`config.mk`:
```
export PLATFORM = sky130hd
export DESIGN_NAME = basic_token_scanner
export DESIGN_NICKNAME = d
export VERILOG_FILES = /design/src/hdl/bts_pkg.sv /design/src/hdl/basic_token_scanner.sv /design/src/hdl/bts_front.sv /design/src/hdl/bts_queue.sv /design/src/hdl/bts_back.sv
export SDC_FILE = /design/constraint.sdc
export NUM_CORES = 1
export LEC_CHECK = 0
export ABC_CLOCK_PERIOD_IN_PS = 7400
export BUFFER_PORTS_ARGS = -buffer_cell sky130_fd_sc_hd__buf_2
export CORE_AREA = 2 2 128 130
export CTS_BUF_LIST = sky130_fd_sc_hd__clkbuf_4 sky130_fd_sc_hd__clkbuf_8
export CTS_CLUSTER_SIZE = 10
export DETAILED_ROUTE_END_ITERATION = 8
export DIE_AREA = 0 0 130 132
export GPL_TIMING_DRIVEN = 1
export SYNTH_ARGS = -nofsm -noshare
export SYNTH_HDL_FRONTEND = slang
export SYNTH_SLANG_ARGS = --single-unit
export TNS_END_PERCENT = 50
```
`constraint.sdc`:
```
create_clock -name clk -period 7.4 [get_ports clk]
set_clock_uncertainty 0.2 [all_clocks]
set_input_delay 1.11 -clock clk [delete_from_list [all_inputs] [get_ports clk]]
set_output_delay 1.11 -clock clk [all_outputs]
set_load 0.02 [all_outputs]
```
`src/hdl/bts_pkg.sv`:
```
`timescale 1ns / 1ps
// ----------------------------------------------------------------------------
// bts_pkg
// Types, character codes and the byte class table of the token scanner.
// ----------------------------------------------------------------------------
package bts_pkg;

  typedef enum logic [3:0] {
    MODE_IDLE    = 4'd0,
    MODE_IDENT   = 4'd1,
    MODE_ZERO    = 4'd2,
    MODE_DEC     = 4'd3,
    MODE_HEX     = 4'd4,
    MODE_COMP    = 4'd5,
    MODE_ARITH   = 4'd6,
    MODE_PLUS    = 4'd7,
    MODE_MINUS   = 4'd8,
    MODE_SLASH   = 4'd9,
    MODE_COMMENT = 4'd10,
    MODE_STRING  = 4'd11
  } scan_mode_t;

  localparam logic [5:0] CLS_ALPHA  = 6'h01;
  localparam logic [5:0] CLS_DIGIT  = 6'h02;
  localparam logic [5:0] CLS_ALNUM  = 6'h03;
  localparam logic [5:0] CLS_WSPACE = 6'h04;
  localparam logic [5:0] CLS_COMP   = 6'h08;
  localparam logic [5:0] CLS_ARITH  = 6'h10;
  localparam logic [5:0] CLS_HEX    = 6'h20;

  localparam logic [7:0] CH_NUL    = 8'h00;
  localparam logic [7:0] CH_LF     = 8'h0A;
  localparam logic [7:0] CH_CR     = 8'h0D;
  localparam logic [7:0] CH_QUOTE  = 8'h22;
  localparam logic [7:0] CH_DOLLAR = 8'h24;
  localparam logic [7:0] CH_APOS   = 8'h27;
  localparam logic [7:0] CH_PLUS   = 8'h2B;
  localparam logic [7:0] CH_MINUS  = 8'h2D;
  localparam logic [7:0] CH_SLASH  = 8'h2F;
  localparam logic [7:0] CH_ZERO   = 8'h30;
  localparam logic [7:0] CH_SEMI   = 8'h3B;
  localparam logic [7:0] CH_X_UP   = 8'h58;
  localparam logic [7:0] CH_X_LO   = 8'h78;

  typedef struct packed {
    logic [7:0] ch;
    logic       last;
    logic       line_end;
    logic       open_string;
  } result_t;

  // results of one input byte, r0 first; r1 used only when two is set
  typedef struct packed {
    logic    two;
    result_t r0;
    result_t r1;
  } bundle_t;

  function automatic result_t mk_res(input logic [7:0] ch, input logic last,
                                     input logic le, input logic os);
    result_t r;
    r.ch          = ch;
    r.last        = last;
    r.line_end    = le;
    r.open_string = os;
    return r;
  endfunction

  function automatic logic [5:0] char_class(input logic [6:0] idx);
    logic [5:0] c;
    case (idx) inside
      7'h08, 7'h09, 7'h0D, 7'h1A, 7'h1D, 7'h20:           c = CLS_WSPACE;
      7'h21, [7'h3C:7'h3E]:                               c = CLS_COMP;
      7'h25, 7'h26, 7'h2A, 7'h2B, 7'h2D, 7'h2F, 7'h5E, 7'h7C: c = CLS_ARITH;
      [7'h30:7'h39]:                                      c = CLS_DIGIT | CLS_HEX;
      [7'h41:7'h46], [7'h61:7'h66]:                       c = CLS_ALPHA | CLS_HEX;
      [7'h47:7'h5A], 7'h5F, [7'h67:7'h7A]:                c = CLS_ALPHA;
      default:                                            c = 6'h00;
    endcase
    return c;
  endfunction

endpackage

```
`src/hdl/basic_token_scanner.sv`:
```
`timescale 1ns / 1ps
// ----------------------------------------------------------------------------
// basic_token_scanner
// Streaming tokeniser: source bytes in, token characters and line ends out.
// ----------------------------------------------------------------------------
// One source byte is taken per cycle; its class and the scan mode are worked
// out in the cycle it arrives, and the zero, one or two result transactions it
// causes go into a bundle queue (QUEUE_DEPTH entries). Results leave one per
// cycle while out_stall is low, through the queue, a current-bundle register
// and a registered output, so the output port sets the sustained rate: a byte
// that yields two results takes two output transactions. The input stalls only
// while the queue is full.
module basic_token_scanner #(
  parameter int QUEUE_DEPTH = 4
) (
  input  logic       clk,
  input  logic       rst_n,
  input  logic       in_valid,
  output logic       in_stall,
  input  logic [7:0] in_byte,
  output logic       out_valid,
  input  logic       out_stall,
  output logic [7:0] out_char,
  output logic       out_token_last,
  output logic       out_line_end,
  output logic       out_open_string
);

  logic             accept;
  logic             push, pop, q_not_empty, q_full;
  bts_pkg::bundle_t push_data, pop_data;

  assign in_stall = q_full;
  assign accept   = in_valid && !q_full;

  bts_front u_front (
    .clk       (clk),
    .rst_n     (rst_n),
    .accept    (accept),
    .in_byte   (in_byte),
    .push      (push),
    .push_data (push_data)
  );

  bts_queue #(
    .DEPTH (QUEUE_DEPTH)
  ) u_queue (
    .clk       (clk),
    .rst_n     (rst_n),
    .push      (push),
    .push_data (push_data),
    .pop       (pop),
    .pop_data  (pop_data),
    .not_empty (q_not_empty),
    .full      (q_full)
  );

  bts_back u_back (
    .clk             (clk),
    .rst_n           (rst_n),
    .q_not_empty     (q_not_empty),
    .q_data          (pop_data),
    .q_pop           (pop),
    .out_valid       (out_valid),
    .out_stall       (out_stall),
    .out_char        (out_char),
    .out_token_last  (out_token_last),
    .out_line_end    (out_line_end),
    .out_open_string (out_open_string)
  );

endmodule

```
`src/hdl/bts_front.sv`:
```
`timescale 1ns / 1ps
// ----------------------------------------------------------------------------
// bts_front
// Classifies each accepted byte against the scan mode and the held character
// and produces the bundle of results that the byte causes.
// ----------------------------------------------------------------------------
module bts_front (
  input  logic             clk,
  input  logic             rst_n,
  input  logic             accept,
  input  logic [7:0]       in_byte,
  output logic             push,
  output bts_pkg::bundle_t push_data
);

  bts_pkg::scan_mode_t mode_r, mode_nxt;
  logic [7:0]          held_r, held_nxt;
  logic                hvld_r, hvld_nxt;

  logic [5:0]          cls;
  logic [1:0]          n;
  bts_pkg::result_t    r0, r1, s;
  logic                s_v;
  logic                go, brk, start_en;
  bts_pkg::scan_mode_t go_mode;

  assign cls = bts_pkg::char_class(in_byte[6:0]);

  always_comb begin
    n        = 2'd0;
    r0       = '0;
    r1       = '0;
    s        = '0;
    s_v      = 1'b0;
    go       = 1'b0;
    brk      = 1'b0;
    start_en = 1'b0;
    go_mode  = bts_pkg::MODE_IDLE;
    mode_nxt = mode_r;
    held_nxt = held_r;
    hvld_nxt = hvld_r;

    case (mode_r)
      bts_pkg::MODE_IDENT: begin
        if ((cls & bts_pkg::CLS_ALNUM) != 6'h00) begin
          go = 1'b1; go_mode = bts_pkg::MODE_IDENT;
        end else if (in_byte == bts_pkg::CH_DOLLAR) begin
          r0 = bts_pkg::mk_res(held_r, 1'b0, 1'b0, 1'b0);
          r1 = bts_pkg::mk_res(in_byte, 1'b1, 1'b0, 1'b0);
          n = 2'd2;
          mode_nxt = bts_pkg::MODE_IDLE; held_nxt = 8'h00; hvld_nxt = 1'b0;
        end else begin
          brk = 1'b1;
        end
      end
      bts_pkg::MODE_ZERO: begin
        if (in_byte == bts_pkg::CH_X_LO || in_byte == bts_pkg::CH_X_UP) begin
          go = 1'b1; go_mode = bts_pkg::MODE_HEX;
        end else if ((cls & bts_pkg::CLS_DIGIT) != 6'h00) begin
          go = 1'b1; go_mode = bts_pkg::MODE_DEC;
        end else begin
          brk = 1'b1;
        end
      end
      bts_pkg::MODE_DEC: begin
        if ((cls & bts_pkg::CLS_DIGIT) != 6'h00) begin
          go = 1'b1; go_mode = bts_pkg::MODE_DEC;
        end else begin
          brk = 1'b1;
        end
      end
      bts_pkg::MODE_HEX: begin
        if ((cls & bts_pkg::CLS_HEX) != 6'h00) begin
          go = 1'b1; go_mode = bts_pkg::MODE_HEX;
        end else begin
          brk = 1'b1;
        end
      end
      bts_pkg::MODE_COMP: begin
        if ((cls & bts_pkg::CLS_COMP) != 6'h00) begin
          go = 1'b1; go_mode = bts_pkg::MODE_COMP;
        end else begin
          brk = 1'b1;
        end
      end
      bts_pkg::MODE_ARITH: begin
        if ((cls & bts_pkg::CLS_ARITH) != 6'h00) begin
          go = 1'b1; go_mode = bts_pkg::MODE_ARITH;
        end else begin
          brk = 1'b1;
        end
      end
      bts_pkg::MODE_PLUS, bts_pkg::MODE_MINUS: begin
        if (in_byte == held_r) begin
          r0 = bts_pkg::mk_res(held_r, 1'b0, 1'b0, 1'b0);
          r1 = bts_pkg::mk_res(in_byte, 1'b1, 1'b0, 1'b0);
          n = 2'd2;
          mode_nxt = bts_pkg::MODE_IDLE; held_nxt = 8'h00; hvld_nxt = 1'b0;
        end else if ((cls & bts_pkg::CLS_ARITH) != 6'h00) begin
          go = 1'b1; go_mode = bts_pkg::MODE_ARITH;
        end else begin
          brk = 1'b1;
        end
      end
      bts_pkg::MODE_SLASH: begin
        if (in_byte == bts_pkg::CH_SLASH) begin
          mode_nxt = bts_pkg::MODE_COMMENT; held_nxt = 8'h00; hvld_nxt = 1'b0;
        end else if ((cls & bts_pkg::CLS_ARITH) != 6'h00) begin
          go = 1'b1; go_mode = bts_pkg::MODE_ARITH;
        end else begin
          brk = 1'b1;
        end
      end
      bts_pkg::MODE_COMMENT: begin
        if (in_byte == bts_pkg::CH_LF || in_byte == bts_pkg::CH_CR ||
            in_byte == bts_pkg::CH_NUL) begin
          r0 = bts_pkg::mk_res(8'h00, 1'b0, 1'b1, 1'b0);
          n = 2'd1;
          mode_nxt = bts_pkg::MODE_IDLE; held_nxt = 8'h00; hvld_nxt = 1'b0;
        end
      end
      bts_pkg::MODE_STRING: begin
        if (in_byte == bts_pkg::CH_QUOTE) begin
          r0 = bts_pkg::mk_res(in_byte, 1'b1, 1'b0, 1'b0);
          n = 2'd1;
          mode_nxt = bts_pkg::MODE_IDLE; held_nxt = 8'h00; hvld_nxt = 1'b0;
        end else if (in_byte == bts_pkg::CH_NUL) begin
          // text ended inside the string: close it and flag both results
          r0 = bts_pkg::mk_res(bts_pkg::CH_QUOTE, 1'b1, 1'b0, 1'b1);
          r1 = bts_pkg::mk_res(8'h00, 1'b0, 1'b1, 1'b1);
          n = 2'd2;
          mode_nxt = bts_pkg::MODE_IDLE; held_nxt = 8'h00; hvld_nxt = 1'b0;
        end else begin
          r0 = bts_pkg::mk_res(in_byte, 1'b0, 1'b0, 1'b0);
          n = 2'd1;
        end
      end
      default: begin
        start_en = 1'b1;
      end
    endcase

    if (go) begin
      r0 = bts_pkg::mk_res(held_r, 1'b0, 1'b0, 1'b0);
      n = 2'd1;
      held_nxt = in_byte;
      hvld_nxt = 1'b1;
      mode_nxt = go_mode;
    end

    if (brk) begin
      start_en = 1'b1;
      if (hvld_r) begin
        r0 = bts_pkg::mk_res(held_r, 1'b1, 1'b0, 1'b0);
        n = 2'd1;
      end
    end

    if (start_en) begin
      mode_nxt = bts_pkg::MODE_IDLE;
      held_nxt = 8'h00;
      hvld_nxt = 1'b0;
      if (in_byte == bts_pkg::CH_NUL || in_byte == bts_pkg::CH_LF) begin
        s = bts_pkg::mk_res(8'h00, 1'b0, 1'b1, 1'b0); s_v = 1'b1;
      end else if ((cls & bts_pkg::CLS_WSPACE) != 6'h00) begin
        s_v = 1'b0;
      end else if (in_byte == bts_pkg::CH_APOS) begin
        mode_nxt = bts_pkg::MODE_COMMENT;
      end else if (in_byte == bts_pkg::CH_SLASH) begin
        mode_nxt = bts_pkg::MODE_SLASH; held_nxt = in_byte; hvld_nxt = 1'b1;
      end else if (in_byte == bts_pkg::CH_SEMI) begin
        s = bts_pkg::mk_res(in_byte, 1'b1, 1'b0, 1'b0); s_v = 1'b1;
      end else if ((cls & bts_pkg::CLS_ALPHA) != 6'h00) begin
        mode_nxt = bts_pkg::MODE_IDENT; held_nxt = in_byte; hvld_nxt = 1'b1;
      end else if ((cls & bts_pkg::CLS_DIGIT) != 6'h00) begin
        mode_nxt = (in_byte == bts_pkg::CH_ZERO) ? bts_pkg::MODE_ZERO
                                                 : bts_pkg::MODE_DEC;
        held_nxt = in_byte; hvld_nxt = 1'b1;
      end else if ((cls & bts_pkg::CLS_COMP) != 6'h00) begin
        mode_nxt = bts_pkg::MODE_COMP; held_nxt = in_byte; hvld_nxt = 1'b1;
      end else if (in_byte == bts_pkg::CH_PLUS) begin
        mode_nxt = bts_pkg::MODE_PLUS; held_nxt = in_byte; hvld_nxt = 1'b1;
      end else if (in_byte == bts_pkg::CH_MINUS) begin
        mode_nxt = bts_pkg::MODE_MINUS; held_nxt = in_byte; hvld_nxt = 1'b1;
      end else if ((cls & bts_pkg::CLS_ARITH) != 6'h00) begin
        mode_nxt = bts_pkg::MODE_ARITH; held_nxt = in_byte; hvld_nxt = 1'b1;
      end else if (in_byte == bts_pkg::CH_QUOTE) begin
        s = bts_pkg::mk_res(in_byte, 1'b0, 1'b0, 1'b0); s_v = 1'b1;
        mode_nxt = bts_pkg::MODE_STRING;
      end else begin
        s = bts_pkg::mk_res(in_byte, 1'b1, 1'b0, 1'b0); s_v = 1'b1;
      end
      if (s_v) begin
        if (n == 2'd0) begin
          r0 = s; n = 2'd1;
        end else begin
          r1 = s; n = 2'd2;
        end
      end
    end
  end

  always_ff @(posedge clk) begin
    if (!rst_n) begin
      mode_r <= bts_pkg::MODE_IDLE;
      held_r <= 8'h00;
      hvld_r <= 1'b0;
    end else if (accept) begin
      mode_r <= mode_nxt;
      held_r <= held_nxt;
      hvld_r <= hvld_nxt;
    end
  end

  assign push         = accept && (n != 2'd0);
  assign push_data.two = (n == 2'd2);
  assign push_data.r0  = r0;
  assign push_data.r1  = r1;

endmodule

```
`src/hdl/bts_queue.sv`:
```
`timescale 1ns / 1ps
// ----------------------------------------------------------------------------
// bts_queue
// Small first-in first-out queue of result bundles between front and back.
// ----------------------------------------------------------------------------
module bts_queue #(
  parameter int DEPTH = 4
) (
  input  logic             clk,
  input  logic             rst_n,
  input  logic             push,
  input  bts_pkg::bundle_t push_data,
  input  logic             pop,
  output bts_pkg::bundle_t pop_data,
  output logic             not_empty,
  output logic             full
);

  localparam int PTR_W = (DEPTH > 1) ? $clog2(DEPTH) : 1;
  localparam int CNT_W = $clog2(DEPTH + 1);

  bts_pkg::bundle_t mem [DEPTH];
  logic [PTR_W-1:0] wr_ptr_r, rd_ptr_r;
  logic [CNT_W-1:0] cnt_r;

  function automatic logic [PTR_W-1:0] inc_ptr(input logic [PTR_W-1:0] p);
    return (p == PTR_W'(DEPTH - 1)) ? '0 : p + 1'b1;
  endfunction

  always_ff @(posedge clk) begin
    if (push) begin
      mem[wr_ptr_r] <= push_data;
    end
  end

  always_ff @(posedge clk) begin
    if (!rst_n) begin
      wr_ptr_r <= '0;
      rd_ptr_r <= '0;
      cnt_r    <= '0;
    end else begin
      if (push) begin
        wr_ptr_r <= inc_ptr(wr_ptr_r);
      end
      if (pop) begin
        rd_ptr_r <= inc_ptr(rd_ptr_r);
      end
      if (push && !pop) begin
        cnt_r <= cnt_r + 1'b1;
      end else if (pop && !push) begin
        cnt_r <= cnt_r - 1'b1;
      end
    end
  end

  assign pop_data  = mem[rd_ptr_r];
  assign not_empty = (cnt_r != '0);
  assign full      = (cnt_r == CNT_W'(DEPTH));

endmodule

```
`src/hdl/bts_back.sv`:
```
`timescale 1ns / 1ps
// ----------------------------------------------------------------------------
// bts_back
// Takes bundles from the queue and sends their results one per transaction
// through a registered output stage.
// ----------------------------------------------------------------------------
module bts_back (
  input  logic             clk,
  input  logic             rst_n,
  input  logic             q_not_empty,
  input  bts_pkg::bundle_t q_data,
  output logic             q_pop,
  output logic             out_valid,
  input  logic             out_stall,
  output logic [7:0]       out_char,
  output logic             out_token_last,
  output logic             out_line_end,
  output logic             out_open_string
);

  bts_pkg::bundle_t cur_r;
  logic             cur_vld_r;
  logic             idx_r;
  logic             out_valid_r;
  bts_pkg::result_t out_r;

  logic adv, done;

  assign adv   = cur_vld_r && (!out_valid_r || !out_stall);
  assign done  = adv && (idx_r || !cur_r.two);
  assign q_pop = q_not_empty && (!cur_vld_r || done);

  always_ff @(posedge clk) begin
    if (!rst_n) begin
      cur_vld_r   <= 1'b0;
      idx_r       <= 1'b0;
      out_valid_r <= 1'b0;
    end else begin
      if (q_pop) begin
        cur_vld_r <= 1'b1;
        idx_r     <= 1'b0;
      end else if (done) begin
        cur_vld_r <= 1'b0;
        idx_r     <= 1'b0;
      end else if (adv) begin
        idx_r <= 1'b1;
      end
      if (adv) begin
        out_valid_r <= 1'b1;
      end else if (!out_stall) begin
        out_valid_r <= 1'b0;
      end
    end
  end

  always_ff @(posedge clk) begin
    if (q_pop) begin
      cur_r <= q_data;
    end
    if (adv) begin
      out_r <= idx_r ? cur_r.r1 : cur_r.r0;
    end
  end

  assign out_valid       = out_valid_r;
  assign out_char        = out_r.ch;
  assign out_token_last  = out_r.last;
  assign out_line_end    = out_r.line_end;
  assign out_open_string = out_r.open_string;

endmodule

```
# ---- After elaboration in Yosys (flattened, before gate mapping)
# Memory sizes are Yosys's and may differ from the RTL's. A register that Yosys moved wholly into a read port is not among the register bits.
# Index checks and enable logic that the tools add are counted.
dict set report totals {
  word_cells 295
  input_bits 12
  latch_bits 0
  memories 1
  rom_bits 0
  mem_bits_rw 92
  register_bits 34
}
dict set report classes {
  multipliers 0
  mux 169
  reduce_logical 44
  addsub 4
  bitwise_logic 1
  shifts 0
  n_div 0
  eq_ne 51
  n_lt_le_gt_ge 12
}
# memory words word_bits read_ports rd_ports_with_merged_regs write_ports line
set mem_list {}
lappend mem_list {u_queue.mem 4 23 1 1 1 bts_queue.sv:22} ;# bts_pkg::bundle_t mem [DEPTH];
# cell n
set ops {}
lappend ops {{$mux W11} 30}
lappend ops {{$mux W8} 20}
lappend ops {{$mux W4} 24}
lappend ops {{$eq A8 B6 Y1 const B} 8}
lappend ops {{$mux W1} 59}
lappend ops {{$eq A7 B6 Y1 const B} 8}
lappend ops {{$pmux W11 S4} 1}
lappend ops {{$pmux W8 S5} 1}
lappend ops {{$pmux W11 S3} 1}
lappend ops {{$mux W2} 16}
lappend ops {{$pmux W4 S8} 1}
lappend ops {{$mux W6} 5}
lappend ops {{$ge A7 B7 Y1 const B} 4}
lappend ops {{$le A7 B7 Y1 const B} 4}
lappend ops {{$eq A7 B4 Y1 const B} 3}
lappend ops {{$eq A7 B7 Y1 const B} 3}
lappend ops {{$pmux W4 S5} 1}
lappend ops {{$mux W3} 6}
lappend ops {{$eq A4 B3 Y1 const B} 4}
lappend ops {{$eq A4 B4 Y1 const B} 4}
lappend ops {{$eq A8 B4 Y1 const B} 2}
lappend ops {{$eq A8 B7 Y1 const B} 2}
lappend ops {{$ne A4 B1 Y1 const B} 4}
lappend ops {{$pmux W1 S8} 2}
lappend ops {{32 further kinds} 68}

# ---- Depth between registers and ports, before layout
dict set report logic_depth {
  word_depth 29
  mapped_depth 15
}

# ---- Cells and area by module
# From an unflattened synthesis, not the netlist that was laid out.
dict set report unflattened {
  hier_cells 503
  hier_area_um2 6994.2
}
# module seq_area_each_um2 instances area_per_inst_um2 cells_per_inst
set modules_own_cells {}
lappend modules_own_cells {bts_queue 2942.8 1 3812.4 164}
lappend modules_own_cells {bts_front 260.2 1 1878.1 277}
lappend modules_own_cells {bts_back 1081.0 1 1290.0 61}
lappend modules_own_cells {basic_token_scanner 0.0 1 13.8 1}

# ---- Worst setup path after synthesis
# OpenSTA, ideal clock, no wires.
dict set report synth_path {
  kind {input to register}
  from {input in_byte[7]}
  to {register u_queue.cnt_r[2]}
  path_stages 14
  path_slack_ps 2859
  arrival_ps 4270
  setup_time_ps 71
  cell_sequence {clkbuf_1 or4b_4 nor3_4 o32ai_1 o21a_4 or4_4 nor4b_4 a21oi_2 ha_1 inv_1 fa_1 xor2_1 or3_1 a21oi_1}
}
dict set report synth_via {
  elab_chain_len 19
}
# element line
set synth_lines {}
lappend synth_lines {{start: declaration} basic_token_scanner.sv:20} ;# input logic [7:0] in_byte,
lappend synth_lines {{$eq A8 B6 Y1} bts_front.sv:183} ;# end else if (in_byte == bts_pkg::CH_MINUS) begin
lappend synth_lines {{$mux W1} bts_front.sv:183}
lappend synth_lines {{$mux W1} bts_front.sv:181} ;# end else if (in_byte == bts_pkg::CH_PLUS) begin
lappend synth_lines {{$mux W1} bts_front.sv:179} ;# end else if ((cls & bts_pkg::CLS_COMP) != 6'h00) begin
lappend synth_lines {{$mux W1} bts_front.sv:175} ;# end else if ((cls & bts_pkg::CLS_DIGIT) != 6'h00) begin
lappend synth_lines {{$mux W1} bts_front.sv:173} ;# end else if ((cls & bts_pkg::CLS_ALPHA) != 6'h00) begin
lappend synth_lines {{$mux W1} bts_front.sv:171} ;# end else if (in_byte == bts_pkg::CH_SEMI) begin
lappend synth_lines {{$mux W1} bts_front.sv:169} ;# end else if (in_byte == bts_pkg::CH_SLASH) begin
lappend synth_lines {{[4 not listed]} n/a}
lappend synth_lines {{$mux W2} bts_front.sv:193} ;# if (s_v) begin
lappend synth_lines {{$mux W2 *} bts_front.sv:159} ;# if (start_en) begin
lappend synth_lines {{$reduce_bool A2 Y1 *} bts_front.sv:215} ;# assign push = accept && (n != 2'd0);
lappend synth_lines {{$logic_and A1 B1 Y1 *} bts_front.sv:215}
lappend synth_lines {{named net push} basic_token_scanner.sv:30} ;# logic push, pop, q_not_empty, q_full;
lappend synth_lines {{$logic_not A1 Y1} bts_queue.sv:50} ;# end else if (pop && !push) begin
lappend synth_lines {{$logic_and A1 B1 Y1} bts_queue.sv:50}
lappend synth_lines {{$reduce_bool A2 Y1 (no line)} n/a}
lappend synth_lines {{end signal: assignment} bts_queue.sv:49} ;# cnt_r <= cnt_r + 1'b1;
lappend synth_lines {{end signal: assignment} bts_queue.sv:51} ;# cnt_r <= cnt_r - 1'b1;
lappend synth_lines {{end: declaration} bts_queue.sv:24} ;# logic [CNT_W-1:0] cnt_r;
# The timed path passes the listed nets; every way through them passes the cells marked *. The select of a mux whose other input is x is not followed.
# A chain may end at the register's enable or synchronous reset.

# ---- Worst setup path in the final report
dict set report layout_path {
  from {input in_byte[1]}
  to {register u_queue.cnt_r[2]}
}
dict set report layout_via {
  elab_chain_len 25
}
# element line
set layout_lines {}
lappend layout_lines {{parallel branches: the longest is 19 deep, another holds $ge A7 B7 Y1} n/a}
lappend layout_lines {{$mux W2 *} bts_front.sv:159}
lappend layout_lines {{$reduce_bool A2 Y1 *} bts_front.sv:215}
lappend layout_lines {{$logic_and A1 B1 Y1 *} bts_front.sv:215}
lappend layout_lines {{named net push} basic_token_scanner.sv:30}
lappend layout_lines {{$logic_not A1 Y1} bts_queue.sv:50}
lappend layout_lines {{$logic_and A1 B1 Y1} bts_queue.sv:50}
lappend layout_lines {{$reduce_bool A2 Y1 (no line)} n/a}
# Mark *: on every way through the listed nets, which the timed path passes. The select of a mux whose other input is x is not followed.

==> summary.md <==
| Metric | Value |
|---|---|
| Worst slack at placement | about 2.1 ns |
| Number of remaining DRC errors | 0 |
| Hold Path End | u_back.out_valid |
| Tot GR Track Use | 0.185 |
| Worst path required time | 7.56 ns |
| Area share of the largest cell type after synthesis | 0.541 |
| Number of CTS-inserted buffers | 17 |
| Worst setup path class | primary input to flop |
| Ratio of cells with drive above 1 in the final layout | 0.202 |
| Placeable Area | 0.0157 mm^2 |
| Max-slew violation count | 0 |
| Hold Violations, Final | 0 |
| Setup TNS after final layout | 0 ns |
| Total via count after detailed routing | 4352 |
| CTS tree | done |
| Critical path launch point type | primary input |
| Depth of the CTS H-tree | 4 |
| FP Rows | 46 |
| Iteration-0 DRC count of the detailed router | around 370 |
| Post-placement cell count | around 730 |
| Cells along the critical path | buf_2 > mux2_2 > a221oi_1 > o32ai_1 > nor4_1 > and3_1 > nand2_1 > a21oi_2 > ha_1 > inv_1 > fa_1 > xor2_1 > or3_1 > a21oi_1 |
| Leakage component of the power | 0.00266 uW |
| Outcome | finished clean |
| Final wirelength | 14.7 mm |
| Endpoint arrival time on the critical path | 5.11 ns |
| Synthesized area per cell | approximately 13 um^2 |
| Share of synthesized registers carrying an async set or reset | 0 |
| Worst skew pair latency | roughly 0.44 ns |
| Count of mapped cells out of synthesis | 520 |
| IO Port Bufs | 24 |
| Worst IR Drop VDD | 173 uV |
| Number of detailed-routing iterations run before antenna repair | 5 |
| Root Buffer Master | clkbuf_8 |
| Die Y-Extent | 132 um |
| Power density cells | around 380 mW/mm^2 |
| Setup repair after global routing missed its margin | no |
| Vias per inst | 5.68 |
| Type of the worst min-delay path | flop to flop |
| Initial antenna violation count | 0 |
| Slowest cell on the critical path | nor4_1 |
| Post-route cell area | 0.00764 mm^2 |
| Total nets after synthesis | between 500 and 600 |
| Detail-routed net length per standard cell | 19.1 um |
| Tcrit/Tclk final | 0.669 |
| R2r worst-path depth | 12 |
| Number of buffers inserted by hold repair at cts | 0 |
| Number of sinks handled by clock tree synthesis | 149 |
| Distinct cells, synth | 71 |
| Global route overflow | 0 |
| Die Wd | 130 um |
| Vias in the first global route | 4434 |
| Endpoint of the worst register-to-register path | u_queue.cnt_r[2] |
| Area added between synthesis and finish | 9.32% |
| Launch instance of the worst register-to-register path | u_front.mode_r[0] |
| Maximum net fanout on the critical path | 23 |
| Layout net count | 556 |
| Final-report setup violation count | 0 |
| Post-DP HPWL | 9.84 mm |
| Total number of yosys warnings | 0 |
| Sequential fraction of the synthesis area | 0.607 |
| Number of synthesized flops with an enable pin | between 100 and 150 |
| Leading cell types by total area after synthesis | edfxtp_1, mux4_2, dfxtp_1 |
| Starting Density | 0.445 |
| Fmax achieved | just over 200 MHz |
| MaxCap Viol Count | 0 |
| Stage delay of the slowest cell on the critical path | 0.65 ns |
| R2R Setup Slk | around 3.4 ns |
| Min-Delay Startpoint | u_back.cur_vld_r |
| Post-Synthesis Cell Area | 0.00699 mm^2 |
| Post-CTS resize count | 0 |
| Antenna diode count | 0 |
| Clock transition at path regs | ~0.09 ns |
| Number of cells traversed by the worst hold path | 1 |
| DIE AREA | 0.0172 mm^2 |
| Post-route setup slack | 2.45 ns |
| Total setup buffers inserted after CTS | 0 |
| Boundary pin count | 25 |
| Number of synthesized register bits | 149 |
| Post-detailed-route count of antenna-violating nets | 0 |
| Slew Limit Headroom | 0.288 |
| Count of placed standard cells in the final layout, fillers left out | 766 |
| Final critical-path required period | 4.95 ns |
| Prevailing post-synth register cell | edfxtp_1 |
| Transition time at the pin with the least slew margin | 1.06 ns |
| Placement Cell Area | around 0.0073 mm^2 |
| Placer's final routability congestion estimate | 0.864 |
| Maximum number of pins on one net before global-route repair | 27 |
| Element type at the critical path end | flop |
| Longest Clk Path Bufs | 2 |
| First-pass GRT wire length | 23.9 mm |
| Library cell with the largest summed area after synthesis | edfxtp_1 |
worst max-delay path by stage:
stage / endpoint / depth (start not counted) / start
6_report: u_queue.cnt_r[2] / 14 / in_byte[1]
5_1_grt: u_queue.cnt_r[2] / 14 / in_byte[1]
4_1_cts: u_queue.cnt_r[2] / 14 / in_byte[1]
3_5_place_dp: u_queue.cnt_r[2] / 14 / in_byte[1]
3_3_place_gp: u_queue.cnt_r[2] / 14 / in_byte[1]
2_1_floorplan: u_queue.cnt_r[2] / 14 / in_byte[7]
synthesized netlist by cell type (4+ instances only):
cell / count
and3_1: 7
clkbuf_1: 20
nand3_1: 15
a22o_1: 6
nand2_1: 42
a211oi_1: 4
mux2i_1: 5
nor2b_1: 13
mux4_2: 23
nand4_1: 6
a21oi_1: 19
nor2_1: 25
xor2_1: 12
nand2b_1: 10
edfxtp_1: 126
nand4b_1: 4
mux2_2: 12
ha_1: 6
buf_1: 4
nor3_1: 8
o21ai_0: 19
nor4_1: 8
buf_2: 8
dfxtp_1: 23
and2_1: 8
o21a_1: 4
o32ai_1: 4
inv_1: 10
cell usage in the layout, fill, tap and decap left out, types with 5 or more instances in the layout:
cell	synthesis	routed
nor2b_1	13	13
edfxtp_1	126	126
nor4_1	8	8
a22o_1	6	6
inv_1	10	10
o21ai_0	19	19
mux2i_1	5	5
clkbuf_8	0	17
mux4_2	23	23
nand2_1	42	42
nand3_1	15	15
mux2_2	12	12
and3_1	7	7
xor2_1	12	12
nand4_1	6	6
dfxtp_1	23	23
buf_4	0	7
nor3_1	8	8
and2_1	8	8
nand2b_1	10	10
a21oi_1	19	19
buf_2	8	24
nor2_1	25	25
ha_1	6	6
power by group:
part,total (uW),switching (uW),internal [uW]
combinational,1000,620,384
clock,555,280,275
sequential,1330,102,1230
logic make-up (layout without fill, tap and decap cells):
group | Yosys count | in the layout | share of synthesized area
simple gates | 171 | 171 | 0.138
flops | 149 | 149 | 0.607
compound gates | 98 | 98 | 0.0998
buf+inv | 43 | 73 | 0.0256
mux | 40 | 40 | 0.101
xor+xnor | 12 | 12 | 0.0150
fa+ha+maj | 7 | 7 | 0.0136
sequential cells by signal, indices dropped and copies added, names as in the netlist:
register and flops:
u_back.out_line_end 1, u_back.cur_r 23, u_front.mode_r 4, u_queue.cnt_r 3
u_back.out_open_string 1, u_queue.wr_ptr_r 2, u_back.out_char 8, u_queue.mem 92
u_back.out_valid 1, u_back.cur_vld_r 1, u_front.hvld_r 1, u_queue.rd_ptr_r 2
u_back.idx_r 1, u_back.out_token_last 1, u_front.held_r 8
layout make-up:
class,count,area [um^2]
sequential,149,4240
timing repair buffer,31,173
fill,1387,8070
inverter,10,37.5
clock inverter,11,86.3
clock buffer,21,264
tap,216,270
multi-input combinational,328,2570
metrics by stage:
step / power (uW) / util / hold WS [ns]
after global placement: 2330 / 0.464 / 0.261
after global routing: 3080 / 0.487 / 0.309
final: 2890 / 0.487 / 0.290
after detailed placement: 2360 / 0.464 / 0.284
after floorplan: 2080 / - / 0.247
after CTS: 2920 / 0.487 / 0.297
layer usage:
layer  up-vias  routed length, um  global-route usage
met1      2144               6460               0.236
li1       2062                  -                   -
met4         0                323              0.0741
met2       118               7320               0.303
met3        28                551              0.0459
met5         -                  0                   0
worst max-delay path, delay by kind of cell:
family | cells | cell delay [ns]
simple gates | 4 | 1.47
compound gates | 4 | 0.93
fa+ha+maj | 2 | 0.65
buf+inv | 2 | 0.39
mux | 1 | 0.38
xor+xnor | 1 | 0.16
No activity file was read; power rests on OpenSTA's default activity.
